$ cat src/rtl/lfps_pkg.sv
`timescale 1ns / 1ps
// ----------------------------------------------------------------------------
// Line follower PD steering package
// Shared widths, register indexes, a helper function and the command and
// status structures between the controller and the datapath.
// ----------------------------------------------------------------------------
package lfps_pkg;

  localparam int SENSOR_COUNT_DEF = 8;

  localparam int LEVEL_W    = 8;   // raw sensor levels per request
  localparam int CFG_IDX_W  = 3;
  localparam int CFG_DATA_W = 16;
  localparam int GAIN_W     = 16;
  localparam int SPEED_W    = 16;  // base speed and left command
  localparam int LIMIT_W    = 15;  // speed limit and right command
  localparam int ERR_W      = 4;
  localparam int ERR_MAX    = 7;

  // Configuration register indexes.
  typedef enum logic [CFG_IDX_W-1:0] {
    CFG_BLACK_LEVEL   = 3'd0,
    CFG_PROP_GAIN     = 3'd1,
    CFG_DERIV_GAIN    = 3'd2,
    CFG_BASE_SPEED    = 3'd3,
    CFG_SPEED_LIMIT   = 3'd4,
    CFG_SENSORS_READY = 3'd5
  } cfg_reg_t;

  // Bits needed for the largest weight sum magnitude, about n*n/4.
  function automatic int mag_w(input int n);
    return $clog2(n * n / 4 + 1);
  endfunction

  typedef struct packed {
    logic start;     // latch sensor levels, clear sum and count
    logic scan_en;   // accumulate one sensor
    logic div_init;  // load divider from the sum
    logic div_step;  // one restoring division step
    logic err_load;  // form the line error, update last good error
    logic mul_p;     // acc = prop_gain * error
    logic mul_d;     // acc += deriv_gain * delta, update previous error
    logic turn_en;   // scale accumulator to turn
    logic speed_en;  // form clamped wheel speeds
    logic out_load;  // load the output register
    logic out_stop;  // load the stop result instead
  } lfps_cmd_t;

  typedef struct packed {
    logic sensors_ready;
    logic out_busy;
  } lfps_sts_t;

endpackage

$ cat src/rtl/lfps_ctrl.sv
`timescale 1ns / 1ps
// ----------------------------------------------------------------------------
// Line follower controller
// Sequences sensor scan, division, PD multiply and output load per request.
// ----------------------------------------------------------------------------
module lfps_ctrl #(
  parameter int SENSOR_COUNT = lfps_pkg::SENSOR_COUNT_DEF
) (
  input  logic                        clk,
  input  logic                        rst_n,
  input  logic                        in_valid,
  output logic                        in_ready,
  input  lfps_pkg::lfps_sts_t         sts,
  output lfps_pkg::lfps_cmd_t         cmd,
  output logic [$clog2(SENSOR_COUNT)-1:0] idx
);
  import lfps_pkg::*;

  localparam int IDX_W = $clog2(SENSOR_COUNT);
  localparam int MAG_W = mag_w(SENSOR_COUNT);

  typedef enum logic [9:0] {
    S_IDLE  = 10'b00_0000_0001,
    S_SCAN  = 10'b00_0000_0010,
    S_DIVI  = 10'b00_0000_0100,
    S_DIV   = 10'b00_0000_1000,
    S_ERR   = 10'b00_0001_0000,
    S_MULP  = 10'b00_0010_0000,
    S_MULD  = 10'b00_0100_0000,
    S_TURN  = 10'b00_1000_0000,
    S_SPEED = 10'b01_0000_0000,
    S_DONE  = 10'b10_0000_0000
  } state_t;

  state_t           state_r, state_nxt;
  logic [IDX_W-1:0] ctr_r, ctr_nxt;
  logic             stop_r, stop_nxt;

  assign in_ready = (state_r == S_IDLE);
  assign idx      = ctr_r;

  always_comb begin
    state_nxt = state_r;
    ctr_nxt   = ctr_r;
    stop_nxt  = stop_r;
    cmd       = '0;
    unique case (state_r)
      S_IDLE: begin
        if (in_valid) begin
          ctr_nxt = '0;
          if (sts.sensors_ready) begin
            cmd.start = 1'b1;
            stop_nxt  = 1'b0;
            state_nxt = S_SCAN;
          end else begin
            stop_nxt  = 1'b1;
            state_nxt = S_DONE;
          end
        end
      end
      S_SCAN: begin
        cmd.scan_en = 1'b1;
        if (ctr_r == IDX_W'(SENSOR_COUNT - 1)) begin
          ctr_nxt   = '0;
          state_nxt = S_DIVI;
        end else begin
          ctr_nxt = ctr_r + 1'b1;
        end
      end
      S_DIVI: begin
        cmd.div_init = 1'b1;
        state_nxt    = S_DIV;
      end
      S_DIV: begin
        cmd.div_step = 1'b1;
        if (ctr_r == IDX_W'(MAG_W - 1)) begin
          ctr_nxt   = '0;
          state_nxt = S_ERR;
        end else begin
          ctr_nxt = ctr_r + 1'b1;
        end
      end
      S_ERR: begin
        cmd.err_load = 1'b1;
        state_nxt    = S_MULP;
      end
      S_MULP: begin
        cmd.mul_p = 1'b1;
        state_nxt = S_MULD;
      end
      S_MULD: begin
        cmd.mul_d = 1'b1;
        state_nxt = S_TURN;
      end
      S_TURN: begin
        cmd.turn_en = 1'b1;
        state_nxt   = S_SPEED;
      end
      S_SPEED: begin
        cmd.speed_en = 1'b1;
        state_nxt    = S_DONE;
      end
      S_DONE: begin
        if (!sts.out_busy) begin
          cmd.out_load = 1'b1;
          cmd.out_stop = stop_r;
          state_nxt    = S_IDLE;
        end
      end
      default: begin
        state_nxt = S_IDLE;
      end
    endcase
  end

  always_ff @(posedge clk) begin
    if (!rst_n) begin
      state_r <= S_IDLE;
      ctr_r   <= '0;
      stop_r  <= 1'b0;
    end else begin
      state_r <= state_nxt;
      ctr_r   <= ctr_nxt;
      stop_r  <= stop_nxt;
    end
  end

  a_accept_next: assert property (@(posedge clk) disable iff (!rst_n)
    (in_valid && in_ready) |=> (state_r == S_SCAN || state_r == S_DONE))
    else $error("accepted request did not start scan or stop path");

  a_err_after_div: assert property (@(posedge clk) disable iff (!rst_n)
    (state_r == S_ERR) |-> ($past(state_r) == S_DIV && $past(ctr_r) == IDX_W'(MAG_W - 1)))
    else $error("error formed before division finished");

endmodule

$ cat src/rtl/lfps_dp.sv
`timescale 1ns / 1ps
// ----------------------------------------------------------------------------
// Line follower datapath
// Configuration registers, weight accumulator, restoring divider, shared
// multiplier, speed clamps and the output register.
// ----------------------------------------------------------------------------
module lfps_dp #(
  parameter int SENSOR_COUNT = lfps_pkg::SENSOR_COUNT_DEF
) (
  input  logic                                  clk,
  input  logic                                  rst_n,
  input  logic                                  cfg_valid,
  input  logic [lfps_pkg::CFG_IDX_W-1:0]        cfg_index,
  input  logic [lfps_pkg::CFG_DATA_W-1:0]       cfg_data,
  input  logic [lfps_pkg::LEVEL_W-1:0]          in_sensor_levels,
  input  lfps_pkg::lfps_cmd_t                   cmd,
  input  logic [$clog2(SENSOR_COUNT)-1:0]       idx,
  output lfps_pkg::lfps_sts_t                   sts,
  output logic                                  out_valid,
  input  logic                                  out_ready,
  output logic signed [lfps_pkg::ERR_W-1:0]     out_line_error,
  output logic                                  out_line_lost,
  output logic [lfps_pkg::LEVEL_W-1:0]          out_on_line_mask,
  output logic                                  out_stop_all,
  output logic [lfps_pkg::LIMIT_W-1:0]          out_right_command,
  output logic signed [lfps_pkg::SPEED_W-1:0]   out_left_command
);
  import lfps_pkg::*;

  localparam int N      = SENSOR_COUNT;
  localparam int MAG_W  = mag_w(N);
  localparam int SUM_W  = MAG_W + 1;
  localparam int CNT_W  = $clog2(N + 1);
  localparam int MUL_AW = GAIN_W + 1;
  localparam int MUL_BW = ERR_W + 1;
  localparam int PROD_W = MUL_AW + MUL_BW;
  localparam int PD_W   = PROD_W + 2;

  // Configuration.
  logic                      black_r;
  logic [GAIN_W-1:0]         pgain_r;
  logic [GAIN_W-1:0]         dgain_r;
  logic signed [SPEED_W-1:0] base_r;
  logic [LIMIT_W-1:0]        limit_r;
  logic                      ready_r;

  // Working state.
  logic [LEVEL_W-1:0]        lvl_r;
  logic signed [SUM_W-1:0]   sum_r;
  logic [CNT_W-1:0]          cnt_r;
  logic [CNT_W-1:0]          rem_r;
  logic [MAG_W-1:0]          quo_r;
  logic signed [ERR_W-1:0]   err_r;
  logic                      lost_r;
  logic signed [ERR_W-1:0]   last_good_r;
  logic signed [ERR_W-1:0]   prev_r;
  logic signed [PD_W-1:0]    acc_r;
  logic signed [SPEED_W-1:0] turn_r;
  logic [LIMIT_W-1:0]        left_r;
  logic [LIMIT_W-1:0]        right_r;

  // Output register.
  logic                      out_valid_r;
  logic signed [ERR_W-1:0]   out_err_r;
  logic                      out_lost_r;
  logic [LEVEL_W-1:0]        out_mask_r;
  logic                      out_stop_r;
  logic [LIMIT_W-1:0]        out_right_r;
  logic signed [SPEED_W-1:0] out_left_r;

  always_ff @(posedge clk) begin
    if (!rst_n) begin
      black_r <= 1'b0;
      pgain_r <= '0;
      dgain_r <= '0;
      base_r  <= '0;
      limit_r <= '0;
      ready_r <= 1'b0;
    end else if (cfg_valid) begin
      unique case (cfg_index)
        CFG_BLACK_LEVEL:   black_r <= cfg_data[0];
        CFG_PROP_GAIN:     pgain_r <= cfg_data;
        CFG_DERIV_GAIN:    dgain_r <= cfg_data;
        CFG_BASE_SPEED:    base_r  <= cfg_data;
        CFG_SPEED_LIMIT:   limit_r <= cfg_data[LIMIT_W-1:0];
        CFG_SENSORS_READY: ready_r <= cfg_data[0];
        default: ;
      endcase
    end
  end

  // Sensor scan: sensors past the input width read as level zero.
  logic [LEVEL_W-1:0]      lvl_sh;
  logic                    hit;
  logic signed [SUM_W-1:0] weight;

  assign lvl_sh = lvl_r >> idx;
  assign hit    = (lvl_sh[0] == black_r);
  assign weight = SUM_W'(2 * int'(idx) - (N - 1));

  // Restoring divider of the sum magnitude by the hit count.
  logic [SUM_W-1:0] sum_abs;
  logic [CNT_W:0]   rem_sh;
  logic [CNT_W:0]   rem_diff;
  logic             fits;
  logic [MAG_W:0]   quo_sh;

  assign sum_abs  = sum_r[SUM_W-1] ? SUM_W'(-sum_r) : SUM_W'(sum_r);
  assign rem_sh   = {rem_r, quo_r[MAG_W-1]};
  assign rem_diff = rem_sh - {1'b0, cnt_r};
  assign fits     = (rem_sh >= {1'b0, cnt_r});
  assign quo_sh   = {quo_r, fits};

  // Averaged error, saturated for arrays of more than eight sensors.
  logic [ERR_W-2:0]        mag3;
  logic signed [ERR_W-1:0] err_new;

  always_comb begin
    if (int'(quo_r) > ERR_MAX) begin
      mag3 = (ERR_W-1)'(ERR_MAX);
    end else begin
      mag3 = (ERR_W-1)'(quo_r);
    end
    err_new = sum_r[SUM_W-1] ? -$signed({1'b0, mag3}) : $signed({1'b0, mag3});
  end

  // Shared multiplier for the proportional and derivative terms.
  logic signed [MUL_AW-1:0] mul_a;
  logic signed [MUL_BW-1:0] delta;
  logic signed [MUL_BW-1:0] mul_b;
  logic signed [PROD_W-1:0] prod;

  assign delta = {err_r[ERR_W-1], err_r} - {prev_r[ERR_W-1], prev_r};
  assign mul_a = $signed({1'b0, (cmd.mul_d ? dgain_r : pgain_r)});
  assign mul_b = cmd.mul_d ? delta : {err_r[ERR_W-1], err_r};
  assign prod  = mul_a * mul_b;

  // Divide by 256 truncating toward zero. The PD sum stays well inside
  // 24 bits, so the scaled value always fits the 16-bit turn.
  logic signed [PD_W-1:0] pd_adj;
  assign pd_adj = acc_r[PD_W-1] ? (acc_r + PD_W'(255)) : acc_r;

  logic signed [SPEED_W:0] lsum;
  logic signed [SPEED_W:0] rsum;
  assign lsum = {base_r[SPEED_W-1], base_r} + {turn_r[SPEED_W-1], turn_r};
  assign rsum = {base_r[SPEED_W-1], base_r} - {turn_r[SPEED_W-1], turn_r};

  function automatic logic [LIMIT_W-1:0] clamp_speed(input logic signed [SPEED_W:0] v,
                                                     input logic [LIMIT_W-1:0] lim);
    logic [LIMIT_W-1:0] r;
    if (v[SPEED_W]) begin
      r = '0;
    end else if (v[SPEED_W-1:0] > {1'b0, lim}) begin
      r = lim;
    end else begin
      r = v[LIMIT_W-1:0];
    end
    return r;
  endfunction

  logic [LEVEL_W-1:0] mask_c;
  always_comb begin
    for (int i = 0; i < LEVEL_W; i++) begin
      mask_c[i] = (i < N) && (lvl_r[i] == black_r);
    end
  end

  always_ff @(posedge clk) begin
    if (!rst_n) begin
      last_good_r <= '0;
      prev_r      <= '0;
    end else begin
      if (cmd.err_load && cnt_r != '0) begin
        last_good_r <= err_new;
      end
      if (cmd.mul_d) begin
        prev_r <= err_r;
      end
    end
  end

  always_ff @(posedge clk) begin
    if (cmd.start) begin
      lvl_r <= in_sensor_levels;
      sum_r <= '0;
      cnt_r <= '0;
    end else if (cmd.scan_en && hit) begin
      sum_r <= sum_r + weight;
      cnt_r <= cnt_r + 1'b1;
    end
    if (cmd.div_init) begin
      quo_r <= sum_abs[MAG_W-1:0];
      rem_r <= '0;
    end else if (cmd.div_step) begin
      quo_r <= quo_sh[MAG_W-1:0];
      rem_r <= fits ? rem_diff[CNT_W-1:0] : rem_sh[CNT_W-1:0];
    end
    if (cmd.err_load) begin
      lost_r <= (cnt_r == '0);
      err_r  <= (cnt_r != '0) ? err_new : last_good_r;
    end
    if (cmd.mul_p) begin
      acc_r <= PD_W'(prod);
    end else if (cmd.mul_d) begin
      acc_r <= acc_r + PD_W'(prod);
    end
    if (cmd.turn_en) begin
      turn_r <= pd_adj[PD_W-1:8];
    end
    if (cmd.speed_en) begin
      left_r  <= clamp_speed(lsum, limit_r);
      right_r <= clamp_speed(rsum, limit_r);
    end
  end

  always_ff @(posedge clk) begin
    if (!rst_n) begin
      out_valid_r <= 1'b0;
    end else if (cmd.out_load) begin
      out_valid_r <= 1'b1;
    end else if (out_ready) begin
      out_valid_r <= 1'b0;
    end
  end

  always_ff @(posedge clk) begin
    if (cmd.out_load) begin
      if (cmd.out_stop) begin
        out_err_r   <= '0;
        out_lost_r  <= 1'b1;
        out_mask_r  <= '0;
        out_stop_r  <= 1'b1;
        out_right_r <= '0;
        out_left_r  <= '0;
      end else begin
        out_err_r   <= err_r;
        out_lost_r  <= lost_r;
        out_mask_r  <= mask_c;
        out_stop_r  <= 1'b0;
        out_right_r <= right_r;
        out_left_r  <= SPEED_W'(0) - {1'b0, left_r};
      end
    end
  end

  assign sts.sensors_ready = ready_r;
  assign sts.out_busy      = out_valid_r && !out_ready;

  assign out_valid         = out_valid_r;
  assign out_line_error    = out_err_r;
  assign out_line_lost     = out_lost_r;
  assign out_on_line_mask  = out_mask_r;
  assign out_stop_all      = out_stop_r;
  assign out_right_command = out_right_r;
  assign out_left_command  = out_left_r;

  a_out_from_load: assert property (@(posedge clk) disable iff (!rst_n)
    $rose(out_valid_r) |-> $past(cmd.out_load))
    else $error("output became valid without a load");

  a_stop_zero: assert property (@(posedge clk) disable iff (!rst_n)
    (out_valid_r && out_stop_r) |->
      (out_lost_r && out_right_r == '0 && out_left_r == '0 && out_mask_r == '0))
    else $error("stop result carries nonzero fields");

  a_left_nonpos: assert property (@(posedge clk) disable iff (!rst_n)
    out_valid_r |-> (out_left_r <= 0))
    else $error("left command is positive");

endmodule

$ cat src/rtl/line_follow_pd_steering.sv
`timescale 1ns / 1ps
// ----------------------------------------------------------------------------
// Line follower PD steering
// Turns one sample of sensor levels into a line error and wheel commands.
// ----------------------------------------------------------------------------
// Usage:
// The input channel (in_valid/in_ready) takes one request per control tick:
// the raw sensor levels. The output channel (out_valid/out_ready) returns one
// result per request: line error, lost flag, on-line mask, stop flag and the
// right and left wheel commands. The configuration channel (cfg_valid,
// cfg_ready always high) writes one register per request by index; write it
// only while no request is in flight.
// With sensors ready, a request goes from acceptance to a loaded result
// through one scan step per sensor, one restoring divider step per quotient
// bit (mag_w(SENSOR_COUNT) bits), and seven fixed steps around the two passes
// of the shared multiplier. With sensors not ready the request goes straight
// to the last step, which loads the stop result when the output register frees.
// A new request is taken only after the previous one reaches the output
// register, so the block never works on two samples at once; a stalled
// receiver holds at most one finished result plus one request in progress,
// which waits in its last step until the output register frees up.
// Reset clears all configuration, the error history and the output valid.
// ----------------------------------------------------------------------------
module line_follow_pd_steering #(
  parameter int SENSOR_COUNT = lfps_pkg::SENSOR_COUNT_DEF
) (
  input  logic                                 clk,
  input  logic                                 rst_n,
  // configuration write channel
  input  logic                                 cfg_valid,
  output logic                                 cfg_ready,
  input  logic [lfps_pkg::CFG_IDX_W-1:0]       cfg_index,
  input  logic [lfps_pkg::CFG_DATA_W-1:0]      cfg_data,
  // input channel
  input  logic                                 in_valid,
  output logic                                 in_ready,
  input  logic [lfps_pkg::LEVEL_W-1:0]         in_sensor_levels,
  // result channel
  output logic                                 out_valid,
  input  logic                                 out_ready,
  output logic signed [lfps_pkg::ERR_W-1:0]    out_line_error,
  output logic                                 out_line_lost,
  output logic [lfps_pkg::LEVEL_W-1:0]         out_on_line_mask,
  output logic                                 out_stop_all,
  output logic [lfps_pkg::LIMIT_W-1:0]         out_right_command,
  output logic signed [lfps_pkg::SPEED_W-1:0]  out_left_command
);
  import lfps_pkg::*;

  localparam int IDX_W = $clog2(SENSOR_COUNT);

  lfps_cmd_t        cmd;
  lfps_sts_t        sts;
  logic [IDX_W-1:0] idx;

  // Registers are plain flops, so a write is always taken at once.
  assign cfg_ready = 1'b1;

  // The controller walks the steps; the datapath holds all arithmetic and
  // the output register.
  lfps_ctrl #(
    .SENSOR_COUNT(SENSOR_COUNT)
  ) u_ctrl (
    .clk      (clk),
    .rst_n    (rst_n),
    .in_valid (in_valid),
    .in_ready (in_ready),
    .sts      (sts),
    .cmd      (cmd),
    .idx      (idx)
  );

  lfps_dp #(
    .SENSOR_COUNT(SENSOR_COUNT)
  ) u_dp (
    .clk               (clk),
    .rst_n             (rst_n),
    .cfg_valid         (cfg_valid),
    .cfg_index         (cfg_index),
    .cfg_data          (cfg_data),
    .in_sensor_levels  (in_sensor_levels),
    .cmd               (cmd),
    .idx               (idx),
    .sts               (sts),
    .out_valid         (out_valid),
    .out_ready         (out_ready),
    .out_line_error    (out_line_error),
    .out_line_lost     (out_line_lost),
    .out_on_line_mask  (out_on_line_mask),
    .out_stop_all      (out_stop_all),
    .out_right_command (out_right_command),
    .out_left_command  (out_left_command)
  );

endmodule

$ cat config.mk
export PLATFORM = sky130hd
export DESIGN_NAME = line_follow_pd_steering
export DESIGN_NICKNAME = d
export VERILOG_FILES = /design/src/rtl/lfps_pkg.sv /design/src/rtl/lfps_ctrl.sv /design/src/rtl/lfps_dp.sv /design/src/rtl/line_follow_pd_steering.sv
export SDC_FILE = /design/constraint.sdc
export NUM_CORES = 1
export LEC_CHECK = 0
export BUFFER_PORTS_ARGS = -buffer_cell sky130_fd_sc_hd__buf_2
export CELL_PAD_IN_SITES_DETAIL_PLACEMENT = 1
export CELL_PAD_IN_SITES_GLOBAL_PLACEMENT = 1
export CORE_MARGIN = 2
export CORE_UTILIZATION = 40
export DETAILED_ROUTE_END_ITERATION = 10
export PLACE_DENSITY = 0.78
export SKIP_CTS_REPAIR_TIMING = 1
export SYNTH_ARGS = -nofsm -noshare
export SYNTH_HDL_FRONTEND = slang
export SYNTH_SLANG_ARGS = --single-unit
$ cat constraint.sdc
create_clock -name clk -period 12.3 [get_ports clk]
set_input_delay 1.845 -clock clk [delete_from_list [all_inputs] [get_ports clk]]
set_output_delay 1.845 -clock clk [all_outputs]
set_load 0.01 [all_outputs]
==> reports/qor.txt, run 1 <==
outcome = completed
share of post-route cells with drive strength above 1 = 0.1001
vias per cell = 5.412
Starting Density = 0.4073
WS Path Type = flip-flop to flip-flop
Via Count = 12994
clock buffer depth = 3
peak per-stage delay on the critical path = 0.96 ns
setup violators final = 0
clock root buffer = clkbuf_16
Area Overhead vs Synth = 11.32%
vias in the first global route = 13804
post-synthesis adder-cell area fraction = 0.1725
Horiz. Die Dim = 208.4 um
Skew-Pair Late Insertion Delay = 0.59 ns
std cell rows = 74
total track usage = 0.2081
Final Cycle Share = 0.7015
pin count of the biggest net entering global routing = 84
power per cell area = 113.6 nW/um2
synthesized area = 16710 um2
Synth Register Bits = 235
post-synthesis instance total = 1799
crit-path max FO = 31
# nets final = 2080
VDD IR max = 109.7 uV
post-synthesis xor/xnor area fraction = 0.05819
mux contribution to synthesized area = 0.03707
RSZ-0062 raised after global routing = no
Filler Cell Count = 4725
die area = 43420 um2
post-synth top area share = 0.2390
Fin. Hold Viols = 0
antenna-violating nets left = 0
CP Launch Type = flip-flop
initial antenna violation count = 0
router iterations before antenna repair = 4
Req. time, crit path = 12.62 ns
dpl cell area = 17550 um2
post-DR wirelength/cell = 18.91 um
first-pass GRT wire length = 73140 um
leakage = 8.002 nW
top post-synthesis cells by area = edfxtp_1 (24%), dfxtp_1 (12%), ha_1 (11%)
minimum clock period = 8.629 ns
final instance area = 18600 um2
Ports = 80
RD Place Congestion = 0.8782
chip height = 208.4 um
Tightest Pin Transition = 1.241 ns
Pins Over Slew Limit = 0
clk slew on worst S/H paths = 0.06 ns
Synthesized Nets = 2032
Fin Setup TNS = 0 ns
Total Power = 2.112 mW
Avg Inst Size Synth = 9.287 um2
Synth Flop Type = edfxtp_1
most common cell after layout, fill and taps aside = nand2_1
initial detailed-routing violation count = 516
Fmax = 0.1159 GHz
most frequent cells in the layout = nand2_1 (200), nor2_1 (187), inv_1 (169), ha_1 (152), edfxtp_1 (133)
Synth Warn # = 0
core footprint = 41020 um2
diode count = 0
final wirelength = 45390 um
total clock buffers created by CTS = 28
Cell variety after synth = 84
DRC = 0
Compound-Gate Fraction of Synth Area = 0.1430
register area share after synthesis = 0.3613
CTS tree = built
crit path max-delay cell type = a21oi_1
share of synthesized registers carrying an async set or reset = 0
Clock Skew = 0.02242 ns
IO Port Bufs = 78
max_cap viols = 0
Slew headroom = 0.1729
crit path capture type = flip-flop
largest family of logic cells by synthesized area = adder cells
Synth Area in Simple Gates = 0.1710
area leader, netlist = edfxtp_1
Hold Path Class = flip-flop to flip-flop
H-tree depth = 1
HPWL Detailed = 34800 um
CTS sink count = 235
critical path data arrival time = 8.95 ns
Post-synth EDFFs = 133
global route total overflow = 0
-- synthesized netlist by cell type, types with 40 or more instances --
cell	n
nor2_1	188
dfxtp_1	102
edfxtp_1	133
nand2_1	200
nor2b_1	40
a21boi_0	66
xnor2_1	58
inv_1	169
clkbuf_1	49
ha_1	152
fa_1	49
xor2_1	53
o21ai_0	44
a21oi_1	77
mux2i_1	45
-- state kept, by name, summed over array words and instances, names as in the netlist, 8 cells and up --
signal and count:
u_ctrl.state_r 10, u_dp.acc_r 24, u_dp.base_r 16, u_dp.dgain_r 16
u_dp.left_r 15, u_dp.limit_r 15, u_dp.lvl_r 8, u_dp.out_left_command 16
u_dp.out_on_line_mask 8, u_dp.out_right_command 15, u_dp.pgain_r 16, u_dp.right_r 15
u_dp.turn_r 16
-- power by group --
| group | internal, mW | switching [mW] | total [mW] |
|---|---|---|---|
| clock network | 0.576 | 0.366 | 0.942 |
| registers | 0.855 | 0.0236 | 0.878 |
| logic | 0.118 | 0.174 | 0.292 |
-- routing by layer --
metal,wire length (um),part of all wire,global-route usage
met3,1580,0.035,0.02626
met4,1415,0.031,0.06549
met2,22300,0.49,0.3700
met5,0,0,0
met1,20100,0.44,0.2620
-- final timing paths --
path / from / endpoint / slack, ns / depth (start not counted)
setup reg to reg: u_ctrl.state_r[3] / u_dp.acc_r[21] / 3.67 / 29
hold reg to reg: u_dp.dgain_r[3] / u_dp.dgain_r[3] / 0.47 / 2
setup / recovery: u_ctrl.state_r[3] / u_dp.acc_r[21] / 3.67 / 29
hold / removal: u_dp.dgain_r[3] / u_dp.dgain_r[3] / 0.47 / 2
-- metrics by stage --
stage                     cells  setup WS [ns]  utilization  hold WS (ns)
after floorplan            1799          4.894            -        0.4428
after global placement     2349          4.131       0.4278        0.4509
after detailed placement   2349          3.747       0.4278        0.4608
after CTS                  2401          3.655       0.4535        0.4684
after global routing       2401          3.016       0.4535        0.4909
final                      2401          3.672       0.4535        0.4685
-- worst max-delay path: cells and delay by family, from the launching register on --
family	cells	cell delay [ns]
simple gates	6	0.94
buf+inv	2	0.50
flops	1	0.44
mux	2	0.51
compound gates	13	3.57
xor+xnor	1	0.20
fa+ha+maj	5	2.18
-- cells by family (layout without fill, tap and decap cells) --
family          count (synthesis)  count (layout)
simple gates                  607             607
buf+inv                       239             309
other cells                     1               1
xor+xnor                      111             111
mux                            57              57
fa+ha+maj                     201             201
compound gates                348             348
flops                         235             235
-- area by class of cell --
cell class	instances	area, um2	share of cell area
clock inverter	21	331.6	0.01783
tap	532	665.6	0.03579
inverter	169	634.4	0.03411
sequential	235	6036	0.3245
multi-input combinational	1325	9744	0.5239
timing repair buffer	88	465.4	0.02503
clock buffer	31	721.9	0.03882
(Power assumes the default switching activity.)
==> run 2, diff against run 1 <==
--- a/config.mk
+++ b/config.mk
@@ -5,13 +5,14 @@
 export SDC_FILE = /design/constraint.sdc
 export NUM_CORES = 1
 export LEC_CHECK = 0
+export ABC_AREA = 1
 export BUFFER_PORTS_ARGS = -buffer_cell sky130_fd_sc_hd__buf_2
 export CELL_PAD_IN_SITES_DETAIL_PLACEMENT = 1
 export CELL_PAD_IN_SITES_GLOBAL_PLACEMENT = 1
 export CORE_MARGIN = 2
 export CORE_UTILIZATION = 40
 export DETAILED_ROUTE_END_ITERATION = 10
-export PLACE_DENSITY = 0.78
+export PLACE_DENSITY = 0.81
 export SKIP_CTS_REPAIR_TIMING = 1
 export SYNTH_ARGS = -nofsm -noshare
 export SYNTH_HDL_FRONTEND = slang
==> constraint.sdc (replaced) <==
create_clock -name clk -period 8.4 [get_ports clk]
set_input_delay 1.26 -clock clk [delete_from_list [all_inputs] [get_ports clk]]
set_output_delay 1.26 -clock clk [all_outputs]
set_load 0.01 [all_outputs]
==> run 2 against run 1 <==
Compared with the run above:
- sequential cell count stayed put
- hold slack worse by 0.0065 ns
- count of clock-buffer cells in the layout is 3 higher
- critical endpoint is now u_dp.acc_r[18]
- largest cell class unchanged
- largest power group is now registers
- highest routed layer unchanged
==> reports/qor.txt, run 2 <==
crit-path max FO = 16 (was 31)
post-synthesis instance total = 2359 (was 1799)
minimum clock period = 7.456 ns (was 8.629 ns)
largest reg by FF count = u_dp.acc_r (unchanged)
register area share after synthesis = 0.3412 (was 0.3613)
post-DR wirelength/cell = 17.69 um (was 18.91 um)
Via Count = 15898 (was 12994)
Cell variety after synth = 52 (was 84)
diode count = 0 (unchanged)
# nets final = 2668 (was 2080)
max reg flops = 24 (unchanged)
final wirelength = 53950 um (was 45390 um)
total track usage = 0.2342 (was 0.2081)
Synth Register Bits = 235 (unchanged)
sequential share of power = 0.391 (was 0.416)
Post-synth EDFFs = 133 (unchanged)
flip-flop and latch area = 6036 um2 (unchanged)
clk slew on worst S/H paths = 0.06 ns (about the same)
GR Util met1 = 0.2980 (was 0.2620)
worst hold slack = 0.4620 ns (was 0.4685 ns)
Synthesized Nets = 2592 (was 2032)
most common cell after layout, fill and taps aside = nand2_1 (unchanged)
pin count of the biggest net entering global routing = 80 (was 84)
CP Launch Type = flip-flop (unchanged)
peak per-stage delay on the critical path = 0.56 ns (was 0.96 ns)
share of synthesized registers carrying an async set or reset = 0 (unchanged)
Synth Warn # = 0 (unchanged)
Starting Density = 0.4026 (was 0.4073)
Switch Pwr = 1.135 mW (was 0.5628 mW)
RD Place Congestion = 0.9399 (was 0.8782)
Fmax = 0.1341 GHz (was 0.1159 GHz)
synthesized area = 17690 um2 (was 16710 um2)
crit path capture type = flip-flop (unchanged)
setup violators final = 0 (unchanged)
H-tree depth = 1 (unchanged)
Synth Flop Type = edfxtp_1 (unchanged)
met3 usage = 0.02184 (was 0.02626)
chip height = 214.3 um (was 208.4 um)
Horiz. Die Dim = 214.3 um (was 208.4 um)
initial antenna violation count = 0 (unchanged)
GRT Max-Usage Layer = met2 (unchanged)
router iterations before antenna repair = 5 (was 4)
VDD IR max = 139.7 uV (was 109.7 uV)
antenna-violating nets left = 0 (unchanged)
area of the multi-input gates = 9990 um2 (was 9744 um2)
CTS sink count = 235 (unchanged)
share of post-route cells with drive strength above 1 = 0.08788 (was 0.1001)
Skew-Pair Late Insertion Delay = 0.59 ns (about the same)
initial detailed-routing violation count = 849 (was 516)
Slew headroom = 0.4327 (was 0.1729)
cell mode on critical path = nand2_1
most frequent cells in the layout = nand2_1 (452), nor2_1 (366), inv_1 (350), o21ai_0 (155), ha_1 (152) (was nand2_1 (200), nor2_1 (187), inv_1 (169), ha_1 (152), edfxtp_1 (133))
leakage = 9.426 nW (was 8.002 nW)
post-synth top area share = 0.2258 (was 0.2390)
outcome = completed (unchanged)
HPWL Detailed = 43540 um (was 34800 um)
Clock Skew = 0.01590 ns (was 0.02242 ns)
die area = 45920 um2 (was 43420 um2)
Fin Setup TNS = 0 ns (unchanged)
WS Path Type = flip-flop to flip-flop (unchanged)
Avg Inst Size Synth = 7.498 um2 (was 9.287 um2)
global route total overflow = 0 (unchanged)
Net Sw Frac = 0.3303 (was 0.2665)
Total Power = 3.435 mW (was 2.112 mW)
Fin. Hold Viols = 0 (unchanged)
DRC = 0 (unchanged)
most common library cells after synthesis = nand2_1 (452), nor2_1 (366), inv_1 (350), o21ai_0 (155), ha_1 (152) (was nand2_1 (200), nor2_1 (188), inv_1 (169), ha_1 (152), edfxtp_1 (133))
Req. time, crit path = 8.74 ns (was 12.62 ns)
total clock buffers created by CTS = 29 (was 28)
Area Overhead vs Synth = 11.02% (was 11.32%)
clock buffer depth = 3 (unchanged)
std cell rows = 77 (was 74)
Clock power frac = 0.369 (was 0.446)
Tightest Pin Transition = 0.8500 ns (was 1.241 ns)
Final Cycle Share = 0.8876 (was 0.7015)
IO Port Bufs = 78 (unchanged)
critical path data arrival time = 7.80 ns (was 8.95 ns)
vias per cell = 5.212 (was 5.412)
top post-synthesis cells by area = edfxtp_1 (23%), dfxtp_1 (12%), ha_1 (11%) (was edfxtp_1 (24%), dfxtp_1 (12%), ha_1 (11%))
Ports = 80 (unchanged)
Gate power share = 0.240 (was 0.138)
first-pass GRT wire length = 88090 um (was 73140 um)
most frequent cell after synthesis = nand2_1 (unchanged)
crit path max-delay cell type = fa_1 (was a21oi_1)
area leader, netlist = edfxtp_1 (unchanged)
Hold Path Class = flip-flop to flip-flop (unchanged)
RSZ-0062 raised after global routing = no (unchanged)
Pins Over Slew Limit = 0 (unchanged)
Int Pwr = 2.300 mW (was 1.549 mW)
Filler Cell Count = 5588 (was 4725)
power per cell area = 174.9 nW/um2 (was 113.6 nW/um2)
vias in the first global route = 16682 (was 13804)
CTS tree = built (unchanged)
max_cap viols = 0 (unchanged)
GRT met2 Usage = 0.4271 (was 0.3700)
core footprint = 43930 um2 (was 41020 um2)
clock root buffer = clkbuf_16 (unchanged)
-- run 2: cell count changes after synthesis, moves of 30 or more --
cell      delta
nor2_1     +178
xnor2_1     -31
a21boi_0    -61
nand3_1     +96
clkbuf_1    -30
nand2_1    +252
o21ai_0    +111
nor2b_1     -40
inv_1      +181
a21oi_1     +71
mux2i_1     -44
-- run 2: kinds of logic after synthesis --
family / Yosys count / synth area share
simple gates: 1072 / 0.2584
fa+ha+maj: 201 / 0.1630
flops: 235 / 0.3412
buf+inv: 427 / 0.09563
mux: 1 / 0.0005659
compound gates: 351 / 0.1058
xor+xnor: 71 / 0.03516
other cells: 1 / 0.0002120
-- run 2: through the flow --
stage | worst slack, ns | utilization | instance area, um2 | instances
after floorplan | 2.215 | - | 17690 | 2359
after global placement | 1.402 | 0.4252 | 18680 | 2996
after detailed placement | 1.044 | 0.4252 | 18680 | 2996
after CTS | 0.9320 | 0.4470 | 19640 | 3050
after global routing | 0.3825 | 0.4470 | 19640 | 3050
final | 0.9441 | 0.4470 | 19640 | 3050
-- run 2: critical path: cells and delay by family, from the launching register on --
kind	cells	cell delay, ns
AOI/OAI and AO/OA	5	1.42
adders and majority gates	7	3.01
buffers and inverters	5	0.51
DFF	1	0.44
and+or+nand+nor	17	1.83
-- run 2: area by class of cell --
| type | count | share of cell area |
|---|---|---|
| multi-input combinational | 1697 | 0.5087 |
| sequential | 235 | 0.3074 |
| inverter | 382 | 0.07302 |
| clock buffer | 34 | 0.03842 |
| tap | 592 | 0.03772 |
| timing repair buffer | 90 | 0.02447 |
| clock inverter | 20 | 0.01032 |
-- run 2: path summary, 6_finish.rpt --
kind | from | end | slack (ns) | cells after the start
min | u_dp.prev_r[3] | u_dp.prev_r[3] | 0.46 | 2
max | u_dp.err_r[0] | u_dp.acc_r[18] | 0.94 | 34
min reg2reg | u_dp.prev_r[3] | u_dp.prev_r[3] | 0.46 | 2
max reg2reg | u_dp.err_r[0] | u_dp.acc_r[18] | 0.94 | 34
-- run 2: power groups by stage --
stage	registers [mW]	logic, mW	clock network [mW]
6_report	1.34	0.825	1.27
3_3_place_gp	1.36	0.779	0
2_1_floorplan	1.36	0.575	0
5_1_grt	1.35	0.933	1.34
4_1_cts	1.34	0.825	1.29
3_5_place_dp	1.37	0.813	0
-- run 2: per-layer routing --
layer | part of all wire | vias up
met4 | 0.021 | 0
met3 | 0.033 | 72
met5 | 0 | -
li1 | - | 7759
met1 | 0.45 | 7803
met2 | 0.50 | 264
==> run 3, diff against run 2 <==
--- a/config.mk
+++ b/config.mk
@@ -5,14 +5,14 @@
 export SDC_FILE = /design/constraint.sdc
 export NUM_CORES = 1
 export LEC_CHECK = 0
-export ABC_AREA = 1
 export BUFFER_PORTS_ARGS = -buffer_cell sky130_fd_sc_hd__buf_2
 export CELL_PAD_IN_SITES_DETAIL_PLACEMENT = 1
 export CELL_PAD_IN_SITES_GLOBAL_PLACEMENT = 1
 export CORE_MARGIN = 2
 export CORE_UTILIZATION = 40
 export DETAILED_ROUTE_END_ITERATION = 10
-export PLACE_DENSITY = 0.81
+export PLACE_DENSITY = 0.78
+export REMOVE_ABC_BUFFERS = 1
 export SKIP_CTS_REPAIR_TIMING = 1
 export SYNTH_ARGS = -nofsm -noshare
 export SYNTH_HDL_FRONTEND = slang
==> run 3 against run 2 <==
Compared with the run above:
- utilization up 0.57 points
- hold slack better by 0.0040 ns
- largest cell class unchanged
- highest routed layer unchanged
- first-iteration DRC count down 47%
==> reports/qor.txt, run 3 (synthesized netlist as in run 1, its figures left out) <==
post-DR wirelength/cell = 17.81 um (was 17.69 um)
Fmax = 0.1271 GHz (was 0.1341 GHz)
vias per cell = 5.323 (was 5.212)
Buf/Inv on CP = 4 (was 5)
crit path max-delay cell type = fa_1 (unchanged)
Placement Setup Slack = 0.4719 ns (was 1.044 ns)
minimum clock period = 7.867 ns (was 7.456 ns)
# nets final = 2086 (was 2668)
largest reg by FF count = u_dp.acc_r (unchanged)
max_cap viols = 0 (unchanged)
Final Instance Count excl. Fillers = 2408 (was 3050)
Horiz. Die Dim = 208.4 um (was 214.3 um)
chip height = 208.4 um (was 214.3 um)
outcome = completed (unchanged)
flip-flop and latch area = 6036 um2 (unchanged)
setup violators final = 0 (unchanged)
RSZ-0062 raised after global routing = yes (was no)
area of the multi-input gates = 9759 um2 (was 9990 um2)
CP startpoint = u_dp.err_r[0] (unchanged)
first-pass GRT wire length = 70320 um (was 88090 um)
placed instance count = 2353 (was 2996)
Via Count = 12817 (was 15898)
CP Launch Type = flip-flop (unchanged)
clk slew on worst S/H paths = 0.06 ns (about the same)
Pins Over Slew Limit = 0 (unchanged)
Hold Path Class = flip-flop to flip-flop (unchanged)
share of post-route cells with drive strength above 1 = 0.1013 (was 0.08788)
IO Port Bufs = 78 (unchanged)
min-delay src = u_dp.dgain_r[6] (was u_dp.prev_r[3])
Skew-Pair Late Insertion Delay = 0.58 ns (was 0.59 ns)
Tightest Pin Transition = 1.075 ns (was 0.8500 ns)
H-tree depth = 1 (unchanged)
Slew headroom = 0.2806 (was 0.4327)
max reg flops = 24 (unchanged)
CTS sink count = 235 (unchanged)
RD Place Congestion = 0.8649 (was 0.9399)
Area Overhead vs Synth = 11.14% (was 11.02%)
Filler Cell Count = 4754 (was 5588)
crit-path leading delay family = compound AO/OA/AOI/OAI gates (was adder cells)
initial antenna violation count = 1 (was 0)
crit path capture type = flip-flop (unchanged)
pin count of the biggest net entering global routing = 84 (was 80)
Ports = 80 (unchanged)
most common cell after layout, fill and taps aside = nand2_1 (unchanged)
die area = 43420 um2 (was 45920 um2)
Fin Setup TNS = 0 ns (unchanged)
Fin. Hold Viols = 0 (unchanged)
Final Cycle Share = 0.9365 (was 0.8876)
leakage = 7.999 nW (was 9.426 nW)
crit-path max FO = 6 (was 16)
total clock buffers created by CTS = 28 (was 29)
r2r startpoint = u_dp.err_r[0] (unchanged)
peak per-stage delay on the critical path = 0.55 ns (was 0.56 ns)
router iterations before antenna repair = 4 (was 5)
final wirelength = 42890 um (was 53950 um)
Starting Density = 0.4073 (was 0.4026)
clock buffer depth = 3 (unchanged)
vias in the first global route = 13717 (was 16682)
core footprint = 41020 um2 (was 43930 um2)
DRC = 0 (unchanged)
power per cell area = 158.9 nW/um2 (was 174.9 nW/um2)
antenna-violating nets left = 0 (unchanged)
Final WS setup = 0.5333 ns (was 0.9441 ns)
VDD IR max = 147.8 uV (was 139.7 uV)
most frequent cells in the layout = nand2_1 (200), nor2_1 (187), inv_1 (169), ha_1 (152), edfxtp_1 (133) (was nand2_1 (452), nor2_1 (366), inv_1 (350), o21ai_0 (155), ha_1 (152))
HPWL Detailed = 33710 um (was 43540 um)
global route total overflow = 0 (unchanged)
critical path data arrival time = 8.18 ns (was 7.80 ns)
Clock Skew = 0.02531 ns (was 0.01590 ns)
WS Path Type = flip-flop to flip-flop (unchanged)
Total Power = 2.951 mW (was 3.435 mW)
clock root buffer = clkbuf_16 (unchanged)
total track usage = 0.1983 (was 0.2342)
Req. time, crit path = 8.71 ns (was 8.74 ns)
initial detailed-routing violation count = 449 (was 849)
std cell rows = 74 (was 77)
CTS tree = built (unchanged)
[run 3: cell types whose count changed in the layout (fill, tap and decap cells not counted), moves of 25 or more]
cell,change
nand2_1,-252
xnor2_1,+31
a21o_1,+25
nor2_1,-179
mux2i_1,+43
nor2b_1,+39
inv_1,-181
inv_2,-29
a21oi_1,-71
o21ai_0,-111
nand3_1,-96
a21boi_0,+61
[run 3: worst min-delay path, stage by stage, from the launching register on]
cell and delay, ns:
dfxtp_1 0.31, nand2_1 0.05, a21boi_0 0.06
[run 3: metrics by stage]
step / utilization / instance area [um2] / hold slack, ns
global route: 0.4527 / 18570 / 0.4856
detailed placement: 0.4285 / 17580 / 0.4616
global placement: 0.4285 / 17580 / 0.4514
floorplan: - / 16390 / 0.4428
finish: 0.4527 / 18570 / 0.4659
CTS: 0.4519 / 18540 / 0.4696
[run 3: where the power goes]
part / internal, mW / switching, mW
Clock: 0.752 / 0.499
Combinational: 0.173 / 0.242
Sequential: 1.25 / 0.0337
Total: 2.18 / 0.774
[run 3: layout make-up]
type,count,area share
Antenna cell,1,0.0001348
Clock buffer,39,0.04265
Clock inverter,13,0.009096
Inverter,169,0.03416
Multi-Input combinational cell,1325,0.5256
Sequential cell,235,0.3250
Tap cell,532,0.03585
Timing Repair Buffer,94,0.02749
[run 3: final timing paths]
kind                endpoint  slack (ns)  depth (start not counted)
max           u_dp.acc_r[21]        0.53                         32
min          u_dp.dgain_r[6]        0.47                          2
max reg2reg   u_dp.acc_r[21]        0.53                         32
min reg2reg  u_dp.dgain_r[6]        0.47                          2
[run 3: per-layer routing]
layer	track usage	wire length (um)	up-vias
li1	-	-	6259
met1	0.2409	18860	6329
met2	0.3641	21610	159
met3	0.02626	1226	70
met4	0.05855	1194	0
met5	0	0	-
